===== config.mk =====
export PLATFORM = sky130hd
export DESIGN_NAME = tllm_cell
export DESIGN_NICKNAME = d
export VERILOG_FILES = /design/src/design/tllm_pkg.sv /design/src/design/tllm_cell.sv
export SDC_FILE = /design/constraint.sdc
export NUM_CORES = 2
export LEC_CHECK = 0
export ABC_AREA = 1
export BUFFER_PORTS_ARGS = -buffer_cell sky130_fd_sc_hd__buf_2
export CAP_MARGIN = 10
export CORE_UTILIZATION = 45
export CTS_CLUSTER_DIAMETER = 100
export DETAILED_ROUTE_END_ITERATION = 6
export PLACE_DENSITY_LB_ADDON = 0.15
export SKIP_LAST_GASP = 1
export SLEW_MARGIN = 20
export SYNTH_ARGS = -nofsm -noshare
export SYNTH_HDL_FRONTEND = slang
export SYNTH_SLANG_ARGS = --single-unit

===== constraint.sdc =====
create_clock -name clk_i -period 7.5 [get_ports clk_i]
set_input_delay 0.75 -clock clk_i [delete_from_list [all_inputs] [get_ports clk_i]]
set_output_delay 0.75 -clock clk_i [all_outputs]
set_load 0.01 [all_outputs]

===== src/design/tllm_pkg.sv =====
`timescale 1ns / 1ps
// Shared types, widths and constants for the truncated linear label message block.
// Used by the channel interfaces, the accumulator cell and the top level.
package tllm_pkg;

  // Default number of labels per pixel.
  localparam int LabelsDef = 64;

  // Field widths.
  localparam int LABEL_W = 6;
  localparam int MSG_W   = 32;
  localparam int VALUE_W = 56;
  localparam int CFG_W   = 16;

  // Distance times weight: 6 bits by 16 bits.
  localparam int RAW_W  = LABEL_W + CFG_W;
  // Unsigned 16-bit cost, with a zero sign bit, times a signed 32-bit message.
  localparam int PROD_W = CFG_W + 1 + MSG_W;

  // APB register port.
  localparam int APB_ADDR_W = 3;
  localparam int APB_DATA_W = 32;

  // Register indexes (byte address divided by four).
  localparam logic [0:0] REG_WEIGHT = 1'b0;
  localparam logic [0:0] REG_TRUNC  = 1'b1;

  // Register reset values, unsigned Q8.8.
  localparam logic [CFG_W-1:0] WEIGHT_RST = 16'd256;
  localparam logic [CFG_W-1:0] TRUNC_RST  = 16'd512;

  // One message word travelling down the row of cells.
  typedef struct packed {
    logic                     valid;
    logic [LABEL_W-1:0]       label;
    logic signed [MSG_W-1:0]  msg;
  } token_t;

  // Configuration handed to every cell.
  typedef struct packed {
    logic [CFG_W-1:0] weight;
    logic [CFG_W-1:0] trunc;
  } cell_cfg_t;

  // Control from the sequencer to every cell.
  typedef struct packed {
    logic shift;
  } cell_ctrl_t;

  // Status from a cell back to the sequencer.
  typedef struct packed {
    logic busy;
  } cell_stat_t;

  // Sequencer states.
  typedef enum logic [2:0] {
    ST_LOAD  = 3'b001,
    ST_FLUSH = 3'b010,
    ST_DRAIN = 3'b100
  } state_e;

endpackage


===== src/design/tllm_cell.sv =====
`timescale 1ns / 1ps
// One accumulator cell of the row: owns the sum for a single output label.
// Depends on tllm_pkg for the token, configuration and status types.
module tllm_cell
  import tllm_pkg::*;
#(
  parameter int LABEL_IDX = 0
) (
  input  logic                      clk_i,
  input  logic                      rst_ni,
  input  cell_cfg_t                 cfg_i,
  input  cell_ctrl_t                ctrl_i,
  input  token_t                    tok_i,
  output token_t                    tok_o,
  input  logic signed [VALUE_W-1:0] acc_i,
  output logic signed [VALUE_W-1:0] acc_o,
  output cell_stat_t                stat_o
);

  localparam logic [LABEL_W-1:0] MyLabel = LABEL_W'(LABEL_IDX);

  token_t                    tok_q;
  logic                      a_valid_q;
  logic [CFG_W-1:0]          cost_q;
  logic signed [MSG_W-1:0]   msg_q;
  logic                      b_valid_q;
  logic signed [PROD_W-1:0]  prod_q;
  logic signed [VALUE_W-1:0] acc_q;

  logic [LABEL_W-1:0] lbl_dist;
  logic [RAW_W-1:0]   raw_cost;
  logic [CFG_W-1:0]   cost_d;

  // Token register: the word moves one cell further each cycle.
  always_ff @(posedge clk_i or negedge rst_ni) begin
    if (!rst_ni) begin
      tok_q <= '0;
    end else begin
      tok_q <= tok_i;
    end
  end

  assign tok_o = tok_q;

  // Pairwise cost: label distance times weight, clamped to the truncation.
  always_comb begin
    lbl_dist = (tok_q.label >= MyLabel) ? (tok_q.label - MyLabel) : (MyLabel - tok_q.label);
    raw_cost = RAW_W'(lbl_dist) * RAW_W'(cfg_i.weight);
    cost_d   = (raw_cost > RAW_W'(cfg_i.trunc)) ? cfg_i.trunc : raw_cost[CFG_W-1:0];
  end

  // Stage A holds the cost and the message, stage B their product.
  always_ff @(posedge clk_i or negedge rst_ni) begin
    if (!rst_ni) begin
      a_valid_q <= 1'b0;
      b_valid_q <= 1'b0;
    end else begin
      a_valid_q <= tok_q.valid;
      b_valid_q <= a_valid_q;
    end
  end

  always_ff @(posedge clk_i) begin
    cost_q <= cost_d;
    msg_q  <= tok_q.msg;
    prod_q <= $signed({1'b0, cost_q}) * msg_q;
  end

  // Accumulator: adds products while loading, shifts toward the output while
  // draining. The sum of all products stays well inside 56 bits, so it never
  // needs saturating.
  always_ff @(posedge clk_i or negedge rst_ni) begin
    if (!rst_ni) begin
      acc_q <= '0;
    end else if (ctrl_i.shift) begin
      acc_q <= acc_i;
    end else if (b_valid_q) begin
      acc_q <= acc_q + {{(VALUE_W-PROD_W){prod_q[PROD_W-1]}}, prod_q};
    end
  end

  assign acc_o       = acc_q;
  assign stat_o.busy = tok_q.valid | a_valid_q | b_valid_q;

endmodule


==> reports/metrics.yaml <==
final_layout:
  n_antenna_cell: 0
  nNetsFinal: 5445
  stdcell_count: 5513
  areaGrowthSynthToFinish_pct: 8.17
  drive_above_1_share_pct: 7.19
  stdcell_area_sq_mm: 0.0352
route:
  postRouteAntennaNets: 0
  drt_iter0_drc: 1895
  vias: 27639
  viasPerCell: 5.01
  drt-total-wl_um: 97200
  drt-pass1-iter-count: 6
  drc: 0
  wire_per_inst_um: 17.6
grt:
  grt_overflow: 0
  grt_pass1_vias: 28659
  grt_util_all_layers_pct: 27.5
  grt_pass1_wl_um: 156000
  antenna_found_initial: 0
  grt_max_degree: 59
cts:
  clock_path_buffers: 2
  hold_buffers: 0
  clk_latency_ns: 0.51
  post_cts_resize_count: 0
  cts_tree: "done"
  clock-sinks: 194
  root_buffer: "clkbuf_16"
  cts_buffers: 17
  clk_pin_slew_ns: 0.08
  post_cts_buffers: 0
  h-tree-depth: 4
timing:
  rsz0062_at_grt: "no"
  slew_headroom_pct: 27.7
  timing.final.crit_share_pct: 88.6
  final_max_slew_viol_count: 0
  finalSetupViolCount: 0
  fmax_ghz: 0.150
  skew_ns: 0.0238
  tightest_slew_ns: 1.08
  hold_viol_final: 0
  setup_tns_ns: 0
  finalCriticalPeriod_ns: 6.65
synthesis:
  yosys_warnings: 0
  synth_mux_area_share_pct: 0
  synthArstFlopShare_pct: 50.0
  syn_area_sq_mm: 0.0326
  synthXorXnorAreaFrac_pct: 1.96
  yosysSeqAreaShare_pct: 13.4
  synth_flop_cell: "dfxtp_1"
  ys_ff_latch: 194
  syn_avg_cell_area_sq_um: 7.38
  synth-simple-area-share_pct: 20.9
  synth_adder_area_share_pct: 42.0
  synth_edf_count: 0
  synth_top_family_by_area: "adder cells"
  synthesis.nets: 5305
  syn_inst: 4410
  synth-compound-area-share_pct: 6.55
  synth_cell_type_count: 42
floorplanning:
  ios: 226
  die_area_sq_mm: 0.0734
  rows: 98
  start_util_pct: 45.5
  die_w_um: 271
  core_area_sq_mm: 0.0715
  die_h_um: 271
worst_setup_path:
  arrival_ns: 7.05
  start_kind: "flop"
  slowest_delay_ns: 0.95
  cp_slowest_cell: "dfxtp_1"
  cpMostUsedCell: "fa_1"
  crit_fanout: 20
  reg2reg_slack_ns: 0.85
  end_kind: "flop"
  worstPathRequired_ns: 7.90
  crit_type: "flop to flop"
  cp_cell_sequence: "buf_4, nand2_1, inv_1, fa_1, fa_1, inv_1, fa_1, fa_1, fa_1, fa_1, inv_1, ha_1, nand2_1, nor2_1, inv_1, nor4_1, nand2_1, or2_2, nand4_1, nand2_1"
placed_design:
  place_congestion: 0.981
  dpl.cell_count: 5481
  hpwl_um: 82500
  placed_area_sq_mm: 0.0346
  portBuffers: 225
run:
  drv_cap: 0
outcome:
  status: "finished, final reports clean"
worst_hold_path:
  hold_path_class: "input pin to async pin"
-- cell families after synthesis --
logic type | Yosys count
and+or+nand+nor | 1691
AOI/OAI and AO/OA | 379
xor gates and xnor gates | 73
adders and majority gates | 765
buffers and inverters | 1308
DFF | 194
-- worst max-delay path: cells and delay by family, from the launching register on --
kind / cells / cell delay [ns]
AND/OR/NAND/NOR: 8 / 1.26
flip-flops: 1 / 0.95
buffers and inverters: 5 / 0.68
adder cells (fa/ha/maj): 7 / 3.63
-- synthesized netlist by cell type, types with 2 or more instances --
cell | count | area [sq um]
nor3_1 | 32 | 160
o21a_1 | 3 | 22.5
clkbuf_1 | 141 | 529
nand3_1 | 127 | 636
a22oi_1 | 40 | 300
o21ai_1 | 2 | 10.0
buf_4 | 3 | 22.5
o21ai_2 | 2 | 17.5
or2_2 | 2 | 12.5
xnor2_1 | 35 | 307
nor2_1 | 223 | 837
inv_2 | 5 | 18.8
a21oi_1 | 163 | 816
nand3b_1 | 12 | 90.1
nand4_1 | 36 | 225
ha_1 | 218 | 2730
nand2_2 | 12 | 75.1
nand3_2 | 4 | 40.0
a21o_1 | 7 | 52.6
fa_1 | 547 | 11000
nor4_1 | 5 | 31.3
nor2_8 | 2 | 40.0
nand2_1 | 1230 | 4620
a21boi_0 | 4 | 30.0
dfxtp_1 | 97 | 1940
o21ai_0 | 116 | 581
xor2_1 | 38 | 333
a31oi_1 | 12 | 75.1
dfrtp_1 | 97 | 2430
o21bai_1 | 14 | 105
inv_1 | 1157 | 4340
o211ai_1 | 14 | 105
-- worst paths after layout --
| kind | startpoint | to | depth (start not counted) |
|---|---|---|---|
| setup reg to reg | cost_q[6] | prod_q[47] | 20 |
| hold / removal | rst_ni | acc_o[4] | 1 |
| min in group clk_i | tok_i[23] | tok_o[23] | 1 |
| max in group asynchronous | rst_ni | tok_o[17] | 2 |
| setup / recovery | cost_q[6] | prod_q[47] | 20 |
| hold reg to reg | tok_o[8] | msg_q[8] | 0 |
-- cell type report --
class,count,area [sq um]
multi-input cells,2908,23300
flip-flops and latches,194,4370
well taps,950,1190
repair buffers,266,1440
clock buffers,20,447
fillers,7228,36300
clock inverters,12,143
inverters,1163,4370
-- metal layers --
layer / vias to the layer above / global-route usage, % / part of all wire (%)
met5: - / 0 / 0
met4: 0 / 8.89 / 2.8
met3: 117 / 2.68 / 4.4
met2: 718 / 45.8 / 47
met1: 13562 / 37.6 / 46
li1: 13242 / - / -
-- state kept, by name (all words and copies together), names as in the netlist --
register / flops
acc_o: 56
tok_o: 39
msg_q: 32
prod_q: 49
cost_q: 16
b_valid_q: 1
a_valid_q: 1
-- cells in the final DEF, fill, tap and decap left out, drive strengths merged --
cell and n:
o21ai 120, a21o 7, clkbuf 20, o21a 3, nand3 132, nand2b 1, fa 547, o31a 1
clkinvlp 2, and2 1, xnor2 35, nand4 36, a22oi 40, bufinv 2, ha 218, dfrtp 97
nor4 5, nand2 1242, and3 1, a21oi 164, dfxtp 97, clkinv 3, xor2 38, buf 266
a21boi 4, nor2 226, inv 1168, a31oi 12, o211ai 14, or2 3, nor3 32, nand3b 12
o21bai 14
-- metrics by stage --
step / util (%) / hold WS [ns] / worst slack [ns]
finish: 49.3 / 0.302 / 0.852
global route: 49.3 / 0.312 / 0.504
CTS: 49.3 / 0.305 / 0.865
detailed placement: 48.4 / 0.348 / 0.870
global placement: 48.4 / 0.346 / 0.940
floorplan: - / 0.354 / 1.79
Power is not shown: default switching activity piles up to over one toggle a cycle in this logic, so the estimate is an artifact.
